File: src/sv/signed_restoring_divider_macros.svh
// Assertion macros for the signed restoring divider.
// Each macro expects a clock named clk and an active-low reset named rst_n in scope.
`ifndef SIGNED_RESTORING_DIVIDER_MACROS_SVH
`define SIGNED_RESTORING_DIVIDER_MACROS_SVH

// The consequent must hold in the same cycle as the antecedent.
`define SRDIV_ASSERT_SAME(label, ante, cons) \
    label: assert property (@(posedge clk) disable iff (!rst_n) (ante) |-> (cons)) \
        else $error("srdiv assertion failed");

// The consequent must hold in the cycle after the antecedent.
`define SRDIV_ASSERT_NEXT(label, ante, cons) \
    label: assert property (@(posedge clk) disable iff (!rst_n) (ante) |=> (cons)) \
        else $error("srdiv assertion failed");

`endif

File: src/sv/srdiv_pkg.sv
`default_nettype none

package srdiv_pkg;

    // Operand and result width.
    localparam int DATA_WIDTH = 32;

    localparam logic [DATA_WIDTH-1:0] MAX_POS = {1'b0, {(DATA_WIDTH-1){1'b1}}};
    localparam logic [DATA_WIDTH-1:0] MIN_NEG = {1'b1, {(DATA_WIDTH-1){1'b0}}};
    localparam logic [DATA_WIDTH-1:0] ALL_ONES = {DATA_WIDTH{1'b1}};

    typedef struct packed {
        logic signed [DATA_WIDTH-1:0] dividend;
        logic signed [DATA_WIDTH-1:0] divisor;
    } req_t;

    typedef struct packed {
        logic signed [DATA_WIDTH-1:0] quotient;
        logic                         divide_by_zero;
        logic                         overflow;
    } rsp_t;

    // Data carried down the chain of cells. The num_quo field starts as the
    // dividend magnitude and is shifted left one place per cell, with each
    // new quotient bit entering at the bottom.
    typedef struct packed {
        logic [DATA_WIDTH-1:0] rem;
        logic [DATA_WIDTH-1:0] num_quo;
        logic [DATA_WIDTH-1:0] den;
        logic                  neg_quo;
        logic                  neg_dividend;
        logic                  div_zero;
        logic                  ovf;
    } cell_data_t;

endpackage

`default_nettype wire

File: src/sv/srdiv_post.sv
`default_nettype none

module srdiv_post
    import srdiv_pkg::*;
(
    input  wire logic       clk,
    input  wire logic       rst_n,
    input  wire logic       advance,
    input  wire logic       valid_in,
    input  wire cell_data_t data_in,
    output logic            valid_out,
    output rsp_t            rsp_out
);

    logic                  valid_reg;
    logic                  valid_next;
    rsp_t                  rsp_reg;
    rsp_t                  rsp_next;
    logic [DATA_WIDTH-1:0] quo_mag;
    logic [DATA_WIDTH-1:0] quo_neg;

    // Apply the sign to the magnitude quotient and override it in the
    // zero-divisor and overflow cases.
    always_comb
    begin
        quo_mag = data_in.num_quo;
        quo_neg = DATA_WIDTH'(~quo_mag + 1'b1);

        rsp_next.divide_by_zero = data_in.div_zero;
        rsp_next.overflow       = data_in.ovf && !data_in.div_zero;

        if (data_in.div_zero)
        begin
            rsp_next.quotient = data_in.neg_dividend ? (MIN_NEG + 1'b1) : MAX_POS;
        end
        else if (data_in.ovf)
        begin
            rsp_next.quotient = MAX_POS;
        end
        else
        begin
            rsp_next.quotient = data_in.neg_quo ? quo_neg : quo_mag;
        end

        valid_next = advance ? valid_in : valid_reg;
    end

    always_ff @(posedge clk or negedge rst_n)
    begin
        if (!rst_n)
        begin
            valid_reg <= 1'b0;
        end
        else
        begin
            valid_reg <= valid_next;
        end
    end

    always_ff @(posedge clk)
    begin
        if (advance)
        begin
            rsp_reg <= rsp_next;
        end
    end

    assign valid_out = valid_reg;
    assign rsp_out   = rsp_reg;

endmodule

`default_nettype wire

File: config.mk
export PLATFORM = sky130hd
export DESIGN_NAME = srdiv_post
export DESIGN_NICKNAME = d
export VERILOG_FILES = /design/src/sv/signed_restoring_divider_macros.svh /design/src/sv/srdiv_pkg.sv /design/src/sv/srdiv_post.sv
export SDC_FILE = /design/constraint.sdc
export NUM_CORES = 1
export LEC_CHECK = 0
export BUFFER_PORTS_ARGS = -buffer_cell sky130_fd_sc_hd__clkbuf_2
export CORE_ASPECT_RATIO = 1.4
export CORE_UTILIZATION = 39
export DETAILED_ROUTE_END_ITERATION = 16
export PLACE_DENSITY_LB_ADDON = 0.15
export SYNTH_ARGS = -nofsm -noshare
export SYNTH_HDL_FRONTEND = slang
export SYNTH_SLANG_ARGS = --single-unit
File: constraint.sdc
create_clock -name clk -period 0.8 [get_ports clk]
set_clock_uncertainty 0.05 [all_clocks]
set_input_delay 0.16 -clock clk [delete_from_list [all_inputs] [get_ports clk]]
set_output_delay 0.16 -clock clk [all_outputs]
set_load 0.02 [all_outputs]
Word-level counts from Yosys, hierarchy flattened. Index checks and enable logic that the tools add are counted.

$add $sub $neg: 1. Multiplexer cells: 4. Bitwise operators: 1. Reductions and logical operators: 2.

Operators by type and width (number): 2-to-1 mux 32 bit (4); adder 32 x 1 -> 32 bit (second input constant) (1); inverter 32 bit (1); logical AND 1 bit (1); logical NOT 1 bit (1).

Register bits: 35. Input bits: 104. Output and inout port bits: 35. Logic and storage cells: 12.

Logic depth before layout (Yosys ltp). Gate-level depths: netlist of the first run.

Depth after elaboration: 5. Gate-level depth with buffers: 8. Mapped depth without buffers: 6.

Least setup slack after synthesis of the first run. Ideal clock, no wire load.

Path type: input -> register. Start: input data_in[36] (netlist bit). End: register rsp_reg, in the netlist rsp_out[20] (data pin). Arrival time: 1.739 ns. Required time: 0.487 ns. Path slack: -1.252 ns. Cell stages on the path: 7. Buffers on the path: 1. Path through: inv_1 > ha_1 > or3b_2 > buf_2 > or4_4 > nor4_1 > nor3_1.

RTL lines: start, declared (RTL line srdiv_post.sv:10) `input wire cell_data_t data_in,`; end signal, assigned (RTL line srdiv_post.sv:64) `rsp_reg <= rsp_next;`; end, declared (RTL line srdiv_post.sv:17) `rsp_t rsp_reg;`.

==> results.md, run 1 <==
- The remaining global-route overflow is 0.
- In the synthesized netlist the async set-or-reset flop fraction comes to 0.02857.
- The die covers 6176 µm².
- The number of hold violations in the final report is 0.
- Input and output buffers added on the ports amount to 74.
- The startpoint identified for the worst hold timing path is valid_in.
- The largest net degree at the start of global routing is 22.
- Once placement finished, the instance area stood at around 3400 µm².
- The synthesized design contains 35 register bits.
- The global-route wire length before repair is 11.42 mm.
- The setup check on the worst reg-to-reg path leaves a slack of -0.04 ns.
- Across the run, the number of max-cap violations was 0.
- In this run the mean area of a mapped cell was 9.727 µm².
- The number of global-route vias before repair came to roughly 2400.
- The areal power density over the cells is ~1300 nW/µm².
- The total CTS buffers is 5.
- The design draws 0.005290 W.
- The count of yosys warnings during synthesis is 0.
- The transition time at the pin with the least slew margin is between 0.3 and 0.4 ns.
- The total iterations of the first detailed-routing run is 4.
- Summing over every cut layer, the via total after detailed routing is 2562.
- The number of nets with antenna violations after detailed routing is 0.
- Synthesis produced a netlist with a net count of 340.
- For the worst setup path, the data required time is 0.78 ns.
- The simple-gate portion of the synthesized area is 0.2315.
- The sequential share of the synthesized area is 0.4576.
- Measured along the y axis, the die boundary spans 92.59 µm.
- During I/O placement, the number of pins put on the boundary was 139.
- The initial antenna violation count was 0.
- The effective utilization at floorplan is 0.4107.
- The type of destination of the critical path is a flip-flop.
- The commonest register cell after synthesis is sky130_fd_sc_hd__edfxtp_1.
- The final standard cell area without fillers is approximately 4200 µm².
- The hold path endpoint is valid_out.
- The area of all sequential standard cells is between 1000 and 1500 µm².
- The die is 66.71 µm wide.
- By area, the combinational part of the netlist is dominated by simple AND/OR/NAND/NOR gates.
- The class of the most critical hold timing path is in2reg.
- The final reports fail on setup timing.
- The congestion estimate from routability-driven global placement came to 0.8163.
- In this run the core area contains 32 standard-cell rows.
- The biggest area contributor in the post-synthesis netlist is sky130_fd_sc_hd__edfxtp_1.
- In the final layout, the multi-input gates occupy 1506 µm².
- The final critical-path required period is 1.756 ns.
- The capturing point of the worst reg2reg path is valid_out.
- Static timing analysis puts the maximum clock frequency at 569.5 MHz.
- The XOR/XNOR share of the synthesized area is 0.05364.
- Measured in cells, the most critical reg-to-reg path has a length of 1.
- The worst slew slack as a fraction of its limit is 0.7458.
- The top-area cell type share of the netlist area is 0.4466.
- The synthesized-area fraction occupied by ao, oa, aoi and oai cells is 0.1998.
- The worst setup path is launched from an input port.
- The final routed wire length divided by cell count is 16.57 µm.
- The run finished, with violations left.
- Sorting the synthesized cells by area gives the leading types as sky130_fd_sc_hd__edfxtp_1 45%, sky130_fd_sc_hd__a21oi_1 5.9%, sky130_fd_sc_hd__xor2_1 5.0%, sky130_fd_sc_hd__o31ai_1 4.9%, sky130_fd_sc_hd__nor3_1 3.5%.
- The total instance count after detailed placement is 425.
- Hold is met by 0.06598 ns.
- Of the cells placed in the final design, the portion with a size suffix greater than 1 is 0.5726.
- The number of max-slew violations in the final report came to 0.
- The number of enable flip-flop cells after synthesis is 34.
- The share of cell area taken by muxes after synthesis is 0.009305.
- The cell area after synthesis is 2286 µm².
- The clock tree from TritonCTS is done.
- The worst setup path is of the in2reg kind.
- The total wirelength of the detailed-routed design is around 7.4 mm.
- In the post-route analysis, the smallest setup slack over all paths is -0.9561 ns.
- The number of antenna cells inserted is 0.
- The clock network latency to the later pin of the worst-skew pair is 0.28 ns.
- In this run the critical register-to-register path is launched from valid_out.
- The share of the clock period used by the worst path is 2.195.
- Clock-pin slew was measured on the worst setup and hold paths at 0.06 ns.
- At the worst endpoint, the arrival time is 1.73 ns.
- The synthesized instance count is 235.
- Once layout is complete, the cells apart from fillers number 447.
- The synthesized-area fraction occupied by adder cells is 0.005473.
- The average via count per standard cell is ~5.7.
- After synthesis, the most frequently instantiated cells are 34 x sky130_fd_sc_hd__edfxtp_1, 27 x sky130_fd_sc_hd__a21oi_1, 17 x sky130_fd_sc_hd__clkbuf_1, 16 x sky130_fd_sc_hd__nor3_1, 15 x sky130_fd_sc_hd__o31ai_1.
- The number of H-tree levels is 2.
- Across the VDD grid, the largest voltage drop is 1.132 mV.
- The filler cells instantiated in the layout total 378.
- The cell with the most instances after synthesis is sky130_fd_sc_hd__edfxtp_1.
- The number of nets in the final layout is 483.
- Setup violations remaining at the end of the flow were counted as 68.
- The DRC violation count after routing is 0.
- The buffer cell driving the clock tree root is sky130_fd_sc_hd__clkbuf_8.
- Setup repair after global routing could not meet its margin everywhere.
- The maximum number of buffers from clock root to sink is 2.
- Detailed placement ended at an HPWL of approximately 5 mm.
- The leakage power figure is 1.752 nW.
- Across every metal layer, demand over resource in global routing totals 0.2449.
- The area growth from synthesis to layout is 82.54%.
- The number of unique standard cell types used by synthesis is 44.
- The count of clock tree sinks is 35.
- The core region is 5565 µm².
- The number of DRC markers in iteration 0 is 133.
- The highest net fanout along the worst path is 5.
- The number of instances on the worst hold path is 2.
-- power by group --
part	leakage (nW)	total [W]	internal [W]	switching, W
clock network	0.0395	0.00127	0.000619	0.000648
registers	0.346	0.00229	0.00222	0.0000694
logic	1.37	0.00174	0.000853	0.000882
total	1.75	0.00529	0.00369	0.00160
-- cells by family (layout without fill, tap and decap cells) --
kind of cell / after synthesis / count (layout)
XOR/XNOR: 14 / 14
flip-flops: 35 / 35
AO/OA/AOI/OAI: 69 / 69
multiplexers: 2 / 2
adder cells (fa/ha/maj): 1 / 1
AND/OR/NAND/NOR: 89 / 89
buffers and inverters: 25 / 169
-- worst max-delay path, cell delays in order --
cell and delay [ns]:
sky130_fd_sc_hd__clkbuf_16 0.13, sky130_fd_sc_hd__clkinv_8 0.04, sky130_fd_sc_hd__ha_4 0.11, sky130_fd_sc_hd__or3b_4 0.40
sky130_fd_sc_hd__or4_4 0.62, sky130_fd_sc_hd__nor4_4 0.19, sky130_fd_sc_hd__nor3_2 0.08
-- routing by layer --
layer	part of all wire	vias to the layer above	track usage
met5	0	-	0
met3	0.050	19	0.03941
met4	0.024	0	0.1241
met2	0.53	97	0.4226
met1	0.40	1217	0.2836
li1	-	1229	-
-- worst max path at each step --
stage | slack [ns] | end | cells past startpoint | from
after floorplan | -1.19 | rsp_out[22] | 7 | data_in[37]
after global placement | -1.32 | rsp_out[22] | 7 | data_in[37]
after detailed placement | -1.34 | rsp_out[22] | 7 | data_in[37]
after CTS | -0.91 | rsp_out[18] | 5 | data_in[47]
after global routing | -0.98 | rsp_out[28] | 7 | data_in[47]
final | -0.96 | rsp_out[20] | 7 | data_in[36]
-- through the flow --
step / utilization / TNS, ns / setup WS (ns)
final: 0.7498 / -32.20 / -0.9561
after global routing: 0.7498 / -34.28 / -0.9837
after CTS: 0.7010 / -31.51 / -0.9066
after detailed placement: 0.6194 / -39.00 / -1.338
after global placement: 0.6194 / -38.44 / -1.316
after floorplan: - / -26.89 / -1.194
-- timing repair --
action / CTS / global route
setup buffers: 9 / 3
hold buffers: 1 / 0
gates resized for setup: 52 / 97
cloned: 1 / 1
endpoints found under the hold margin: 1 / 0
pin swaps: 44 / 25
endpoints found under the setup margin: 68 / 68
-- sequential cells by signal, indices dropped and copies added (netlist names) --
signal     cells
rsp_out       34
valid_out      1
-- layout make-up --
cell class                 count  share of cell area
clock buffer                   8             0.01919
timing repair buffer         159              0.3406
inverter                       2            0.007796
sequential                    35              0.2510
multi-input combinational    175              0.3610
tap                           68             0.02039
-- cell usage in the layout (no fill, tap or decap), drive strengths merged, types with 2 or more instances in the layout --
cell type,count
nand2,6
clkbuf,46
edfxtp,34
and3,4
nor3b,2
or4,7
o41ai,6
xor2,13
nor2b,4
a31oi,4
o311ai,3
and2,2
nor2,13
a21oi,27
a211oi,2
or2,2
o21ai,5
buf,120
nor4,11
o31ai,15
nor3,17
nand3,14
or3,3
and4,2
Power figures use the tool's default switching activity.
==> inputs of run 2 (changes only) <==
CAP_MARGIN = 20   (was not set)
CORE_UTILIZATION = 44   (was 39)
clock period = 1.9 ns   (was 0.8 ns; I/O delays follow)
==> run 2 against run 1 <==
Via count fell by 2.9%. Sequential power fell by 58%. Worst hold slack improved by 0.21 ns. Worst setup slack improved by 0.87 ns. Sequential cell count did not move. Non-clock buffer count fell by 23. Final cell count fell by 6.0%. Critical endpoint unchanged. The flow still finishes with violations (setup timing).
==> results.md, run 2 (synthesized netlist as in run 1, its figures left out) <==
- In this run the most critical hold path is launched from valid_in.
- The leakage power figure is between 1.5 and 2 nW.
- The register with the most flip-flops in the layout has 34 of them.
- Entering global routing, the biggest net connects 29 pins.
- The clock net in this run drives a total of 35 sinks.
- The initial antenna violation count is 0.
- The launch point of the critical path is data_in[41].
- The die width is 62.92 µm.
- Setup repair after global routing could not meet its margin everywhere.
- STA puts the critical path data required time at ~1.9 ns.
- The number of max-slew violations in the final report is 0.
- The number of core rows is 30.
- The maximum resistive drop on vdd is just under 0.5 mV.
- TritonCTS built the clock tree.
- The cell sitting at the root of the clock tree is a sky130_fd_sc_hd__clkbuf_8.
- The clock-pin slew reported for the worst setup and hold paths after clock tree synthesis is ~0.070 ns.
- The area enclosed by the die boundary is around 5500 µm².
- Leaving out fill and tap cells, the most frequent cells in the layout are 70 x sky130_fd_sc_hd__clkbuf_2, 51 x sky130_fd_sc_hd__buf_4, 34 x sky130_fd_sc_hd__edfxtp_1.
- The HPWL after detailed placement is 4.491 mm.
- The final total negative setup slack is -0.3930 ns.
- Across the run, the number of max-cap violations was 0.
- After global routing the overflow that remains totals 0.
- CTS built an H-tree with a depth of 2.
- No sink is reached through more buffers than the 2 on the longest clock path.
- The clock reaches the later pin of the worst-skew pair after 0.29 ns.
- The setup path with the least slack is of type in2reg.
- The final setup violation count is 13.
- The area overhead of the layout relative to synthesis is 59.39%.
- The I/O pin count is 139.
- The total area inside the core boundary comes to 4917 µm².
- The global routing stage identified its most utilized layer as met2.
- The worst slew slack as a fraction of its limit is 0.6027.
- Wires add up to 6.849 mm.
- Setup slack on the critical path of the routed design comes to -0.08414 ns.
- The total chip power is around 0.0021 W.
- The height of the chip is between 80 and 90 µm.
- STA classifies the critical path startpoint as an input port.
- The maximum clock rate is 504.0 MHz.
- Data arrives at the worst endpoint at 1.96 ns.
- For met1 alone, demand over resource in global routing was 0.2692.
- The final reports fail on setup timing.
- The number of hold violations in the final report came to 0.
- The number of global-route vias before repair came to 2262.
- The worst setup path is captured at a flip-flop.
- The final routed wire length divided by cell count is 16.31 µm.
- The number of antenna cells inserted is 0.
- The final critical-path required period is 1.984 ns.
- The class of the most critical hold timing path is in2reg.
- In this run the remaining antenna-violating nets after routing total 0.
- In the finished design, the share of the clock period the worst path needs comes to 1.044.
- The total instance count after detailed placement is 400.
- The areal power density over the cells is 586.5 nW/µm².
- The flow ran to the end, but the final reports show violations.
- The initial utilization of the core area, before any placement, comes to 0.4649.
- The first TritonRoute pass finished after 4 iterations.
- The multi-input combinational cells in the finished layout cover a total of around 1400 µm².
- Across every metal layer, demand over resource in global routing totals 0.2467.
- The detailed router placed 2487 vias in this run.
- The first global-routing pass estimated ~10 mm of wire.
- The congestion estimate from routability-driven global placement came to 0.8343.
- Of the cells placed in the final design, the portion with a size suffix greater than 1 is 0.5281.
- The number of DRC markers in iteration 0 is 144.
- After filler insertion, the fill cell instance count of the layout stands at about 360.
- At the pin with the least slew margin, the transition time is 0.5960 ns.
- The highest net fanout along the worst path is 6.
- The DRC violation count after routing is 0.
- The final layout contains 460 nets.
- The total CTS buffers is 5.
- The finished layout holds 420 standard cells, fillers aside.
- In the global route stage, met2 resource usage came out at 0.4497.
- The number of port buffers is 74.
- The met3 routing resource usage after global routing is 0.04319.
- Summing all flip-flop and latch instances after layout gives between 1000 and 1500 µm².
- The worst register-to-register path begins at valid_out.
- The most frequent standard cell in the layout excluding fill and tap cells is sky130_fd_sc_hd__clkbuf_2.
- In the routed layout, each cell is associated on average with a via count of approximately 5.9.
-- run 2: power breakdown --
part,switching (W),total (W),internal [W]
clock network,0.000270,0.000599,0.000330
registers,0.0000199,0.000952,0.000932
logic,0.000348,0.000586,0.000238
total,0.000637,0.00214,0.00150
-- run 2: per-layer routing --
layer / vias to the layer above / share of wire / routed length, µm
li1: 1173 / - / -
met1: 1197 / 0.40 / 2722
met2: 95 / 0.53 / 3635
met3: 22 / 0.042 / 286
met4: 0 / 0.030 / 205
met5: - / 0 / 0
-- run 2: layout make-up --
cell class / count / share of cell area
Tap cell: 64 / 0.02198
Multi-Input combinational cell: 175 / 0.3970
Clock inverter: 1 / 0.002060
Sequential cell: 35 / 0.2871
Inverter: 2 / 0.008929
Timing Repair Buffer: 136 / 0.2565
Clock buffer: 7 / 0.02644
-- run 2: final timing paths --
path                                to  slack (ns)  depth (start not counted)
setup / recovery           rsp_out[20]       -0.08                          5
setup reg to reg             valid_out        1.11                          1
hold / removal               valid_out        0.27                          2
hold reg to reg              valid_out        0.47                          1
min in group asynchronous    valid_out        0.33                          2
max in group asynchronous    valid_out        1.38                          2
-- run 2: what timing repair did --
item,CTS,global route
gates resized for setup,29,26
gates cloned,1,0
pin swaps,14,16
hold buffers,1,0
setup buffers,6,4
setup endpoints to repair,19,23
hold endpoints to repair,1,0
-- run 2: through the flow --
stage	hold slack, ns	area, µm²	utilization	setup slack (ns)
4_1_cts	0.2653	3487	0.7092	-0.07566
2_1_floorplan	0.03441	2452	-	-0.3143
5_1_grt	0.2783	3643	0.7410	-0.1059
3_3_place_gp	0.1045	3147	0.6399	-0.4272
3_5_place_dp	0.1062	3147	0.6399	-0.4590
6_report	0.2716	3643	0.7410	-0.08414
-- run 2: critical path: stages --
cell and delay (ns):
sky130_fd_sc_hd__buf_6 0.09, sky130_fd_sc_hd__or4_4 0.61, sky130_fd_sc_hd__or4_4 0.59, sky130_fd_sc_hd__nor4_4 0.19
sky130_fd_sc_hd__nor3_2 0.09
==> inputs of run 3 (changes only) <==
clock period = 2.22 ns   (was 1.9 ns; I/O delays follow)
==> run 3 against run 2 <==
First-iteration DRC count fell by 16%. Power fell by 19%. Critical path type unchanged. The flow now finishes without violations. Non-clock buffer count fell by 12. Register-to-register slack improved by 0.31 ns. Core utilization fell by 9.2 points. Sequential power fell by 14%. Design area fell by 12%. Sequential share of layout area rose by 4.0 points. Via count fell by 8.6%. Clock power fell by 17%.
==> results.md, run 3 (synthesized netlist as in run 1, its figures left out) <==
- The instance area at placement is 3083 µm².
- The final routed wire length divided by cell count is 13.89 µm.
- The tightest min-delay check is of the in2reg type.
- In this run the horizontal extent of the chip is 62.92 µm.
- The most frequent standard cell in the layout excluding fill and tap cells is sky130_fd_sc_hd__clkbuf_2.
- The areal power density over the cells is 545.4 nW/µm².
- Counting along the longest clock path gives a buffer depth of 2.
- Entering global routing, the biggest net connects 36 pins.
- The number of core rows is 30.
- The initial antenna violation count was 0.
- Across the VDD grid, the largest voltage drop is 0.2152 mV.
- The final layout contains 448 nets.
- The worst register-to-register path begins at valid_out.
- Along the worst path, the maximum fanout reaches 5.
- The total CTS buffers is 5.
- For the worst setup path, the data arrival time is 2.14 ns.
- The count of clock tree sinks is 35.
- In this run the standard cell core region covers 4917 µm².
- The effective utilization at floorplan is 0.4649.
- The library cells used most frequently in the layout, excluding fill and tap cells, are 74 x sky130_fd_sc_hd__clkbuf_2, 49 x sky130_fd_sc_hd__buf_4, 34 x sky130_fd_sc_hd__edfxtp_1.
- The H-tree was split into 2 levels.
- Derived from the worst setup path, the maximum achievable clock frequency is ~460 MHz.
- The final instance count without filler cells is 408.
- The DRC violation count after routing is 0.
- The HPWL after detailed placement is 4.218 mm.
- The data required time at the worst endpoint is 2.20 ns.
- For hold timing, the worst endpoint is valid_out.
- The number of nets with antenna violations after detailed routing is 0.
- The number of instances on the worst hold path is 2.
- The later pin in the worst-skew pair is clocked with a latency of roughly 0.27 ns.
- The number of flip-flops in the largest register is 34.
- Setup repair after global routing left no endpoint under its margin.
- The worst min-delay path startpoint is valid_in.
- The routed design has about 5.7 mm of wire.
- After clock tree synthesis, the flow added hold-fix buffers numbering 1.
- The number of global-route vias before repair is approximately 2100.
- In the global route stage, met3 resource usage came out at 0.02880.
- The total iterations of the first detailed-routing run is 4.
- The transition time at the pin with the least slew margin is roughly 0.54 ns.
- The setup check on the worst reg-to-reg path leaves a slack of roughly 1.4 ns.
- The tree is rooted in a sky130_fd_sc_hd__clkbuf_8.
- Detailed routing inserted a total of 2273 vias.
- Of the available clock period, the critical path in the final layout requires 0.9715.
- The cell count of the worst reg-to-reg path is 1.
- The met2 routing resource usage after global routing is 0.3783.
- STA classifies the critical path startpoint as an input port.
- The first global-routing pass estimated a little over 9 mm of wire.
- The global routing stage identified its most utilized layer as met2.
- The flow ran to the end, and the final reports show no timing, DRC or antenna violations.
- In this run the count of I/O pins placed on the die edge is 139.
- After detailed placement, the design holds a cell count of 399.
- The worst slew slack as a fraction of its limit is 0.6343.
- The area enclosed by the die boundary is around 5500 µm².
- The design draws 0.001741 W.
- The number of maximum-capacitance violations is 0.
- The global routing usage on met1 is 0.2576.
- The number of max-slew violations in the final report came to 0.
- The final total negative setup slack is 0 ns.
- TritonCTS built the clock tree.
- In the final layout, the share of cells above drive strength 1 is 0.4331.
- During placement, the flow inserted port buffers numbering between 70 and 80.
- The final critical-path required period is 2.157 ns.
- The remaining global-route overflow is 0.
- The total global-route track usage is 0.2117.
- The average via count per standard cell is 5.571.
- Summed over all cells, the static leakage comes to around 1.3 nW.
- By startpoint and endpoint, the worst setup path is classified as in2reg.
- The area overhead of the layout relative to synthesis is 39.68%.
- The type of destination of the critical path is a flip-flop.
- The filler cell count is between 400 and 500.
- The clock-pin slew reported for the worst setup and hold paths after clock tree synthesis is 0.07 ns.
- The number of DRC markers in iteration 0 is around 120.
- The number of antenna diodes in the final layout is 0.
- The endpoint identified for the worst register-to-register timing path is valid_out.
- The count of cells resized by post-cts repair is 0.
- The count of buffers added by post-CTS timing repair for setup is 0.
- The final setup violation count is 0.
- With fillers left out, the area of the finished cells amounts to 3193 µm².
- The die is between 80 and 90 µm tall.
- The congestion estimate from routability-driven global placement came to just over 0.8.
- The number of hold violations in the final report came to 0.
==> run 3: worst max-delay path by stage <==
| stage | from | end | cells after the start | slack (ns) |
|---|---|---|---|---|
| after global routing | data_in[37] | rsp_out[22] | 7 | 0.04 |
| after CTS | data_in[37] | rsp_out[22] | 7 | 0.06 |
| after global placement | data_in[37] | rsp_out[22] | 7 | -0.22 |
| final | data_in[37] | rsp_out[22] | 7 | 0.06 |
| after detailed placement | data_in[37] | rsp_out[22] | 7 | -0.24 |
| after floorplan | data_in[37] | rsp_out[22] | 7 | -0.06 |
==> run 3: per-layer routing <==
layer / up-vias / wire length, µm
met5: - / 0
met3: 7 / 261
met1: 1049 / 2544
met2: 65 / 2779
li1: 1152 / -
met4: 0 / 83
==> run 3: where the power goes <==
part	switching [W]	internal [W]
logic	0.000260	0.000170
registers	0.0000165	0.000798
clock network	0.000214	0.000283
==> run 3: worst max-delay path, stage by stage <==
cell and delay (ns):
sky130_fd_sc_hd__clkbuf_2 0.15, sky130_fd_sc_hd__inv_12 0.07, sky130_fd_sc_hd__ha_4 0.12, sky130_fd_sc_hd__or3b_4 0.37
sky130_fd_sc_hd__or4_4 0.60, sky130_fd_sc_hd__nor4_2 0.29, sky130_fd_sc_hd__nor3_1 0.09
==> run 3: stage by stage <==
step	worst slack, ns	hold WS, ns	utilization
3_3_place_gp	-0.2182	0.1687	0.6270
2_1_floorplan	-0.05825	0.09841	-
5_1_grt	0.04157	0.3579	0.6494
3_5_place_dp	-0.2392	0.1700	0.6270
4_1_cts	0.06246	0.3662	0.6494
6_report	0.06319	0.3698	0.6494
==> run 3: cell type report <==
cell class | count | area (µm²) | area share
inverter | 2 | 27.53 | 0.008621
sequential | 35 | 1046 | 0.3276
tap | 64 | 80.08 | 0.02508
clock buffer | 8 | 100.1 | 0.03135
timing repair buffer | 124 | 748.2 | 0.2343
multi-input combinational | 175 | 1191 | 0.3730
